`src/hdl/rational_number_alu_unit_assert.svh`:
```
// Assertion macros for the rational number ALU.
`ifndef RATIONAL_NUMBER_ALU_UNIT_ASSERT_SVH
`define RATIONAL_NUMBER_ALU_UNIT_ASSERT_SVH
// Implication checked every clock, disabled in reset.
`define RNA_ASSERT_IMP(label, ante, cons, msg) \
    label: assert property (@(posedge clk) disable iff (!rst_n) (ante) |-> (cons)) \
        else $error(msg);
// Next-cycle implication, disabled in reset.
`define RNA_ASSERT_NXT(label, ante, cons, msg) \
    label: assert property (@(posedge clk) disable iff (!rst_n) (ante) |=> (cons)) \
        else $error(msg);
`endif

```
`src/hdl/rna_pkg.sv`:
```
// Shared types and constants for the rational number ALU.
`timescale 1ns / 1ps
package rna_pkg;
    localparam int WORD_BITS = 32;
    localparam int MAG_BITS  = 2 * WORD_BITS;

    localparam logic [2:0] OP_NORM = 3'd0;
    localparam logic [2:0] OP_ADD  = 3'd1;
    localparam logic [2:0] OP_SUB  = 3'd2;
    localparam logic [2:0] OP_MUL  = 3'd3;
    localparam logic [2:0] OP_DIV  = 3'd4;
    localparam logic [2:0] OP_CMP  = 3'd5;

    localparam logic [1:0] ST_OK   = 2'd0;
    localparam logic [1:0] ST_ZERO = 2'd1;
    localparam logic [1:0] ST_OVF  = 2'd2;

    typedef logic [MAG_BITS-1:0] mag_t;
endpackage

```
`src/hdl/rational_number_alu_unit.sv`:
```
// Rational number ALU top level: sequencer, shared multiplier and divider.
//
// Usage: drive req_type and the four operands with start high while busy is
// low; that edge takes the request beat. busy stays high until the result is
// shown. The result beat appears on res_num, res_den, the compare flags and
// status for exactly one cycle with done high; the receiver cannot stall it.
// A zero denominator or an unused code goes from the check straight to the
// output; compare first runs the three cross products and the combine.
// Normalize runs Euclid steps, then divides both terms by the gcd; the other
// arithmetic ops first form the three cross products and the combine. Each
// Euclid step is one check state plus a 64-bit restoring division.
// The step count (at most about 93 for 64-bit values) sets the rate. busy is
// low in the cycle done is high, so the next beat can be taken there.
// A single 32x32 multiplier forms all cross products, one per cycle.
// Reset (rst_n low, asynchronous) returns the sequencer to idle and clears
// done and busy; no request is in flight after reset.
`timescale 1ns / 1ps
`include "rational_number_alu_unit_assert.svh"
module rational_number_alu_unit
(
    input  logic        clk,
    input  logic        rst_n,
    input  logic        start,
    output logic        busy,
    input  logic [2:0]  req_type,
    input  logic signed [31:0] a_num,
    input  logic signed [31:0] a_den,
    input  logic signed [31:0] b_num,
    input  logic signed [31:0] b_den,
    output logic        done,
    output logic signed [31:0] res_num,
    output logic [30:0] res_den,
    output logic        is_less,
    output logic        is_equal,
    output logic        is_greater,
    output logic [1:0]  status
);
    localparam int W = rna_pkg::WORD_BITS;
    localparam int M = rna_pkg::MAG_BITS;

    localparam logic [3:0] S_IDLE = 4'd0;
    localparam logic [3:0] S_CHK  = 4'd1;
    localparam logic [3:0] S_M0   = 4'd2;
    localparam logic [3:0] S_M1   = 4'd3;
    localparam logic [3:0] S_M2   = 4'd4;
    localparam logic [3:0] S_COMB = 4'd5;
    localparam logic [3:0] S_GCD  = 4'd6;
    localparam logic [3:0] S_GDIV = 4'd7;
    localparam logic [3:0] S_RN   = 4'd8;
    localparam logic [3:0] S_RD   = 4'd9;
    localparam logic [3:0] S_FIN  = 4'd10;
    localparam logic [3:0] S_OUT  = 4'd11;

    logic [3:0] state_reg, state_next;
    logic [2:0] op_reg;
    logic [W-1:0] an_reg, ad_reg, bn_reg, bd_reg;   // magnitudes
    logic an_neg_reg, bn_neg_reg;
    rna_pkg::mag_t p0_reg, p1_reg, p2_reg;
    rna_pkg::mag_t num_reg, den_reg, gx_reg, gy_reg;
    logic num_neg_reg;
    logic [1:0] st_reg;
    logic lt_reg, eq_reg, gt_reg;

    // shared multiplier operands
    logic [W-1:0] mul_a, mul_b;
    rna_pkg::mag_t mul_p;

    // shared restoring divider
    rna_pkg::mag_t dv_q_reg, dv_r_reg, dv_d_reg;
    logic [6:0] dv_cnt_reg;
    logic dv_run_reg;
    logic dv_go;
    rna_pkg::mag_t dv_n_in, dv_d_in;
    logic [M:0] dv_trial;
    rna_pkg::mag_t dv_rs;

    logic done_reg;

    function automatic logic [W-1:0] mag_of(input logic [W-1:0] v);
        return v[W-1] ? (~v + 1'b1) : v;
    endfunction

    assign mul_p = rna_pkg::mag_t'(mul_a) * rna_pkg::mag_t'(mul_b);

    always_comb
    begin
        mul_a = an_reg;
        mul_b = bd_reg;
        case (state_reg)
            S_M0:
            begin
                mul_a = an_reg;
                mul_b = (op_reg == rna_pkg::OP_MUL) ? bn_reg : bd_reg;
            end
            S_M1:
            begin
                mul_a = bn_reg;
                mul_b = ad_reg;
            end
            S_M2:
            begin
                mul_a = ad_reg;
                mul_b = (op_reg == rna_pkg::OP_DIV) ? bn_reg : bd_reg;
            end
            default:
            begin
                mul_a = an_reg;
                mul_b = bd_reg;
            end
        endcase
    end

    // divider start and operands
    always_comb
    begin
        dv_go   = 1'b0;
        dv_n_in = gx_reg;
        dv_d_in = gy_reg;
        case (state_reg)
            S_GCD:
            begin
                dv_go   = (gy_reg != '0);
                dv_n_in = gx_reg;
                dv_d_in = gy_reg;
            end
            S_RN:
            begin
                dv_go   = !dv_run_reg;
                dv_n_in = num_reg;
                dv_d_in = gx_reg;
            end
            S_RD:
            begin
                dv_go   = !dv_run_reg;
                dv_n_in = den_reg;
                dv_d_in = gx_reg;
            end
            default:
            begin
                dv_go = 1'b0;
            end
        endcase
    end

    assign dv_rs    = {dv_r_reg[M-2:0], dv_q_reg[M-1]};
    assign dv_trial = {dv_r_reg, dv_q_reg[M-1]} - {1'b0, dv_d_reg};

    always_ff @(posedge clk or negedge rst_n)
    begin
        if (!rst_n)
        begin
            dv_run_reg <= 1'b0;
            dv_cnt_reg <= '0;
        end
        else if (dv_go && !dv_run_reg)
        begin
            dv_run_reg <= 1'b1;
            dv_cnt_reg <= 7'(M);
        end
        else if (dv_run_reg)
        begin
            dv_cnt_reg <= dv_cnt_reg - 1'b1;
            if (dv_cnt_reg == 7'd1)
            begin
                dv_run_reg <= 1'b0;
            end
        end
    end

    // one quotient bit per cycle; remainder may need M+1 bits transiently
    always_ff @(posedge clk)
    begin
        if (dv_go && !dv_run_reg)
        begin
            dv_q_reg <= dv_n_in;
            dv_r_reg <= '0;
            dv_d_reg <= dv_d_in;
        end
        else if (dv_run_reg)
        begin
            if (!dv_trial[M])
            begin
                dv_r_reg <= dv_trial[M-1:0];
                dv_q_reg <= {dv_q_reg[M-2:0], 1'b1};
            end
            else
            begin
                dv_r_reg <= dv_rs;
                dv_q_reg <= {dv_q_reg[M-2:0], 1'b0};
            end
        end
    end

    logic dv_fin;
    assign dv_fin = dv_run_reg && (dv_cnt_reg == 7'd1);
    // values as they will be after the final step
    rna_pkg::mag_t dv_q_fin, dv_r_fin;
    always_comb
    begin
        if (!dv_trial[M])
        begin
            dv_r_fin = dv_trial[M-1:0];
            dv_q_fin = {dv_q_reg[M-2:0], 1'b1};
        end
        else
        begin
            dv_r_fin = dv_rs;
            dv_q_fin = {dv_q_reg[M-2:0], 1'b0};
        end
    end

    logic [W-1:0] lim;
    assign lim = {1'b0, {(W-1){1'b1}}};

    always_comb
    begin
        state_next = state_reg;
        case (state_reg)
            S_IDLE: if (start) state_next = S_CHK;
            S_CHK:
            begin
                if (op_reg > rna_pkg::OP_CMP || ad_reg == '0
                    || (op_reg != rna_pkg::OP_NORM && bd_reg == '0)
                    || (op_reg == rna_pkg::OP_DIV && bn_reg == '0))
                    state_next = S_OUT;
                else if (op_reg == rna_pkg::OP_NORM)
                    state_next = S_GCD;
                else
                    state_next = S_M0;
            end
            S_M0:   state_next = S_M1;
            S_M1:   state_next = S_M2;
            S_M2:   state_next = S_COMB;
            S_COMB: state_next = (op_reg == rna_pkg::OP_CMP) ? S_OUT : S_GCD;
            S_GCD:  state_next = (gy_reg == '0) ? S_RN : S_GDIV;
            S_GDIV: if (dv_fin) state_next = S_GCD;
            S_RN:   if (dv_fin) state_next = S_RD;
            S_RD:   if (dv_fin) state_next = S_FIN;
            S_FIN:  state_next = S_OUT;
            S_OUT:  state_next = S_IDLE;
            default: state_next = S_IDLE;
        endcase
    end

    always_ff @(posedge clk or negedge rst_n)
    begin
        if (!rst_n)
        begin
            state_reg <= S_IDLE;
            done_reg  <= 1'b0;
        end
        else
        begin
            state_reg <= state_next;
            done_reg  <= (state_reg == S_OUT);
        end
    end

    rna_pkg::mag_t sx, sy;
    logic sxn, syn;
    always_comb
    begin
        sx  = p0_reg;
        sxn = an_neg_reg && (p0_reg != '0);
        sy  = p1_reg;
        syn = ((op_reg == rna_pkg::OP_SUB) ? !bn_neg_reg : bn_neg_reg) && (p1_reg != '0);
    end

    always_ff @(posedge clk)
    begin
        case (state_reg)
            S_IDLE:
            begin
                op_reg <= req_type;
                an_reg <= mag_of(a_num[W-1:0]);
                ad_reg <= mag_of(a_den[W-1:0]);
                bn_reg <= mag_of(b_num[W-1:0]);
                bd_reg <= mag_of(b_den[W-1:0]);
                an_neg_reg <= a_num[W-1] ^ a_den[W-1];
                bn_neg_reg <= b_num[W-1] ^ b_den[W-1];
                st_reg <= rna_pkg::ST_OK;
                lt_reg <= 1'b0;
                eq_reg <= 1'b0;
                gt_reg <= 1'b0;
                num_reg <= '0;
                den_reg <= '0;
            end
            S_CHK:
            begin
                if (op_reg > rna_pkg::OP_CMP)
                    st_reg <= rna_pkg::ST_OK;
                else if (ad_reg == '0 || (op_reg != rna_pkg::OP_NORM && bd_reg == '0)
                         || (op_reg == rna_pkg::OP_DIV && bn_reg == '0))
                    st_reg <= rna_pkg::ST_ZERO;
                num_reg     <= rna_pkg::mag_t'(an_reg);
                num_neg_reg <= an_neg_reg && (an_reg != '0);
                den_reg     <= rna_pkg::mag_t'(ad_reg);
                gx_reg      <= rna_pkg::mag_t'(an_reg);
                gy_reg      <= rna_pkg::mag_t'(ad_reg);
            end
            S_M0: p0_reg <= mul_p;
            S_M1: p1_reg <= mul_p;
            S_M2: p2_reg <= mul_p;
            S_COMB:
            begin
                den_reg <= p2_reg;
                gy_reg  <= p2_reg;
                if (op_reg == rna_pkg::OP_CMP)
                begin
                    if (sxn != syn)
                    begin
                        lt_reg <= sxn;
                        gt_reg <= !sxn;
                    end
                    else if (sx == sy)
                        eq_reg <= 1'b1;
                    else
                    begin
                        lt_reg <= (sx < sy) ^ sxn;
                        gt_reg <= !((sx < sy) ^ sxn);
                    end
                end
                else if (op_reg == rna_pkg::OP_MUL || op_reg == rna_pkg::OP_DIV)
                begin
                    num_reg     <= p0_reg;
                    gx_reg      <= p0_reg;
                    num_neg_reg <= (an_neg_reg != bn_neg_reg) && (p0_reg != '0);
                end
                else if (sxn == syn)
                begin
                    num_reg     <= sx + sy;
                    gx_reg      <= sx + sy;
                    num_neg_reg <= sxn;
                end
                else if (sx >= sy)
                begin
                    num_reg     <= sx - sy;
                    gx_reg      <= sx - sy;
                    num_neg_reg <= sxn && (sx != sy);
                end
                else
                begin
                    num_reg     <= sy - sx;
                    gx_reg      <= sy - sx;
                    num_neg_reg <= syn;
                end
            end
            S_GDIV:
            begin
                if (dv_fin)
                begin
                    gx_reg <= gy_reg;
                    gy_reg <= dv_r_fin;
                end
            end
            S_RN: if (dv_fin) num_reg <= dv_q_fin;
            S_RD: if (dv_fin) den_reg <= dv_q_fin;
            S_FIN:
            begin
                if (den_reg > rna_pkg::mag_t'(lim)
                    || num_reg > (rna_pkg::mag_t'(lim) + rna_pkg::mag_t'(num_neg_reg)))
                    st_reg <= rna_pkg::ST_OVF;
            end
            default:
            begin
            end
        endcase
    end

    logic show_val;
    assign show_val = (st_reg == rna_pkg::ST_OK) && (op_reg < rna_pkg::OP_CMP);
    logic [W-1:0] num_w;
    assign num_w = num_neg_reg ? (~num_reg[W-1:0] + 1'b1) : num_reg[W-1:0];

    always_ff @(posedge clk)
    begin
        if (state_reg == S_OUT)
        begin
            res_num    <= show_val ? 32'(signed'(num_w)) : '0;
            res_den    <= show_val ? 31'(den_reg[W-2:0]) : '0;
            is_less    <= lt_reg;
            is_equal   <= eq_reg;
            is_greater <= gt_reg;
            status     <= st_reg;
        end
    end

    assign done = done_reg;
    assign busy = (state_reg != S_IDLE);

    `RNA_ASSERT_IMP(a_done_idle, done, !busy, "result beat while busy")
    `RNA_ASSERT_NXT(a_start_busy, start && !busy, busy, "request not taken")
    `RNA_ASSERT_IMP(a_flags_one, done, $countones({is_less, is_equal, is_greater}) <= 1,
        "more than one compare flag")
    `RNA_ASSERT_IMP(a_ovf_zero, done && status != rna_pkg::ST_OK, res_den == '0,
        "error result carries a value")
endmodule
```
`config.mk`:
```
export PLATFORM = sky130hd
export DESIGN_NAME = rational_number_alu_unit
export DESIGN_NICKNAME = d
export VERILOG_FILES = /design/src/hdl/rna_pkg.sv /design/src/hdl/rational_number_alu_unit.sv
export VERILOG_INCLUDE_DIRS = /design/src /design/src/hdl
export SDC_FILE = /design/constraint.sdc
export NUM_CORES = 2
export LEC_CHECK = 0
export ABC_CLOCK_PERIOD_IN_PS = 37500
export BUFFER_PORTS_ARGS = -buffer_cell sky130_fd_sc_hd__buf_2
export CAP_MARGIN = 15
export CORE_MARGIN = 2
export CORE_UTILIZATION = 30
export DETAILED_ROUTE_END_ITERATION = 10
export SYNTH_ARGS = -nofsm -noshare
export SYNTH_HDL_FRONTEND = slang
export SYNTH_SLANG_ARGS = --single-unit
```
`constraint.sdc`:
```
create_clock -name clk -period 37.5 [get_ports clk]
set_clock_uncertainty 0.15 [all_clocks]
set_input_delay 0 -clock clk [delete_from_list [all_inputs] [get_ports clk]]
set_output_delay 0 -clock clk [all_outputs]
set_load 0.02 [all_outputs]
```
==> results.json <==
{
  "outcome": "complete, no violations",
  "worst_slew_pin_slew_ns": 1.26,
  "max_stage_delay_ns": 0.96,
  "dr.pass1.iters": 10,
  "cp.arrival_ns": 12.37,
  "path_clk_slew_ns": 0.07,
  "pin_count": 204,
  "ys_seq_area_share_pct": 29.0,
  "slew-limit-headroom_pct": 15.5,
  "ys_ff_latch": 860,
  "fp.dieArea_um2": 293000,
  "drv_slew": 0,
  "clk_latency_ns": 0.76,
  "wl_um": 351000,
  "drtIter0Drc": 9583,
  "synth_nets": 11100,
  "rsz0062_at_grt": "false",
  "finalHoldViolCount": 0,
  "min_period_over_period_pct": 32.1,
  "wl_per_cell_um": 25.8,
  "hold_class": "primary input to flop",
  "yosys.area.top_type_share_pct": 27.2,
  "vias_per_cell": 5.51,
  "die_h_um": 541,
  "post-place-ws_ns": 25.67,
  "synth_cell_types": 92,
  "grt_max_degree": 126,
  "clkSinkCount": 860,
  "cts_tree": "done",
  "root_buffer": "clkbuf_16",
  "cts_max_level": 3,
  "start_kind": "flop",
  "cp_common_cell": "fa_1",
  "wl_met1_um": 139000,
  "synth_edf_count": 783,
  "ys_warn_count": 0,
  "worst_path_max_delay_cell": "dfrtp_4",
  "antenna_found_initial": 20,
  "synth_common_cells": "nand2_1, inv_1, nor2_1",
  "highest_layer": "met5",
  "post_cts_resized": 0,
  "path_buf_inv": 6,
  "syn_area_per_cell_um2": 9.13,
  "cpLargestDelayFamily": "adder cells",
  "cts_buffers": 92,
  "dieWidth_um": 541,
  "nets": 11300,
  "synthCells": 9478,
  "max_freq_mhz": 83.0,
  "gp_congestion": 1.03,
  "drive_above_1_share_pct": 6.02,
  "setup_viol": 0,
  "coreArea_um2": 287000,
  "wl_met3_um": 41400,
  "synth_top_area_cell": "edfxtp_1",
  "synthArstFlopShare_pct": 1.51,
  "synthFlopType": "edfxtp_1",
  "clockBufferDepth": 3,
  "setup_slack_ns": 25.46,
  "synth_area_leaders": "edfxtp_1, fa_1, ha_1, nand2_1, inv_1",
  "io_buffers": 203,
  "cp.required_ns": 37.83,
  "fin_setup_tns_ns": 0,
  "endpoint_kind": "flop",
  "grt_first_pass_wirelength_um": 504000,
  "grt_pass1_vias": 72900,
  "ant_nets": 0,
  "grt.overflow.total": 0,
  "num_rows": 197,
  "vias": 75000,
  "syn_area_um2": 86500,
  "drc_errors": 0,
  "dr_wl_met2_um": 154000,
  "area.growth.synth_to_final_pct": 13.1,
  "yosysMostFrequentCell": "nand2_1",
  "fin_crit_ns": 12.04,
  "start_util_pct": 30.1,
  "grtUsageTotal_pct": 23.4,
  "place_hpwl_um": 267000,
  "cap_violations": 0,
  "cp_max_fo": 125,
  "worstSetupPathType": "flop to flop"
}
-- metrics by stage --
step | hold slack [ns] | area, um2 | cells | utilization [%]
after floorplan | -0.446 | 86500 | 9478 | -
after global placement | -0.208 | 91600 | 13100 | 31.9
after detailed placement | -0.207 | 91600 | 13100 | 31.9
after CTS | 0.00740 | 97800 | 13600 | 34.0
after global routing | 0.0510 | 97800 | 13600 | 34.0
final | 0.0715 | 97900 | 13600 | 34.1
-- logic make-up after synthesis --
logic type      share of synthesized area (%)
mux                                      1.95
simple gates                             15.6
xor+xnor                                 3.27
flops                                    29.0
buf+inv                                  7.33
compound gates                           14.0
fa+ha+maj                                28.9
-- final cells by class --
type | count | area [um2]
Antenna cell | 10 | 25.0
Fill cell | 29400 | 190000
Inverter | 1168 | 4390
Multi-Input combinational cell | 6947 | 55300
Clock inverter | 60 | 547
Tap cell | 3781 | 4730
Sequential cell | 860 | 25100
Timing Repair Buffer | 667 | 5350
Clock buffer | 113 | 2400
-- layer usage --
| metal | vias to the layer above | track usage, % |
|---|---|---|
| li1 | 32500 | - |
| met4 | 8 | 10.2 |
| met5 | - | 0.0658 |
| met1 | 37400 | 31.0 |
| met2 | 4371 | 35.7 |
| met3 | 734 | 6.17 |
-- layout by cell type (no fill, tap or decap), drive strengths merged, types with 33 or more instances in the layout --
master | netlist | layout
nand3 | 123 | 123
ha | 556 | 556
a21o | 156 | 156
nor2b | 41 | 41
o21a | 33 | 33
nor2 | 994 | 994
buf | 63 | 344
mux2i | 157 | 157
nand2 | 1308 | 1308
dlygate4sd3 | 0 | 322
edfxtp | 783 | 783
o21bai | 86 | 86
a21oi | 509 | 509
nand2b | 54 | 54
a221o | 72 | 72
a22oi | 144 | 144
o211ai | 35 | 35
nor4 | 134 | 134
clkbuf | 440 | 114
xnor2 | 228 | 228
nand4 | 98 | 98
or3 | 52 | 52
a211oi | 55 | 55
dfxtp | 64 | 64
a31oi | 41 | 41
nor3 | 82 | 82
and2 | 103 | 103
clkinv | 3 | 42
inv | 1165 | 1170
xor2 | 95 | 95
o21ai | 531 | 531
fa | 900 | 900
o31ai | 74 | 74
-- tightest hold or removal path: stages --
cell and delay [ns]:
dlygate4sd3_1 0.53, buf_2 0.14, xor2_1 0.11
-- repair_timing --
| item | in CTS | in global routing |
|---|---|---|
| endpoints found under the hold margin | 147 | 0 |
| buffers inserted | 0 | 0 |
| hold buffers | 322 | 0 |
-- final timing paths --
path,startpoint,end,slack (ns),cells past startpoint
worst max-delay path,state_reg[0],p0_reg[62],25.46,34
worst min-delay path,a_num[30],an_reg[30],0.07,3
worst max register to register,state_reg[0],p0_reg[62],25.46,34
worst min register to register,gt_reg,is_greater,0.28,0
max in group asynchronous,rst_n,state_reg[0],36.35,3
min in group asynchronous,rst_n,done,0.26,3
Power is not shown: default switching activity piles up to over one toggle a cycle in this logic, so the estimate is an artifact.
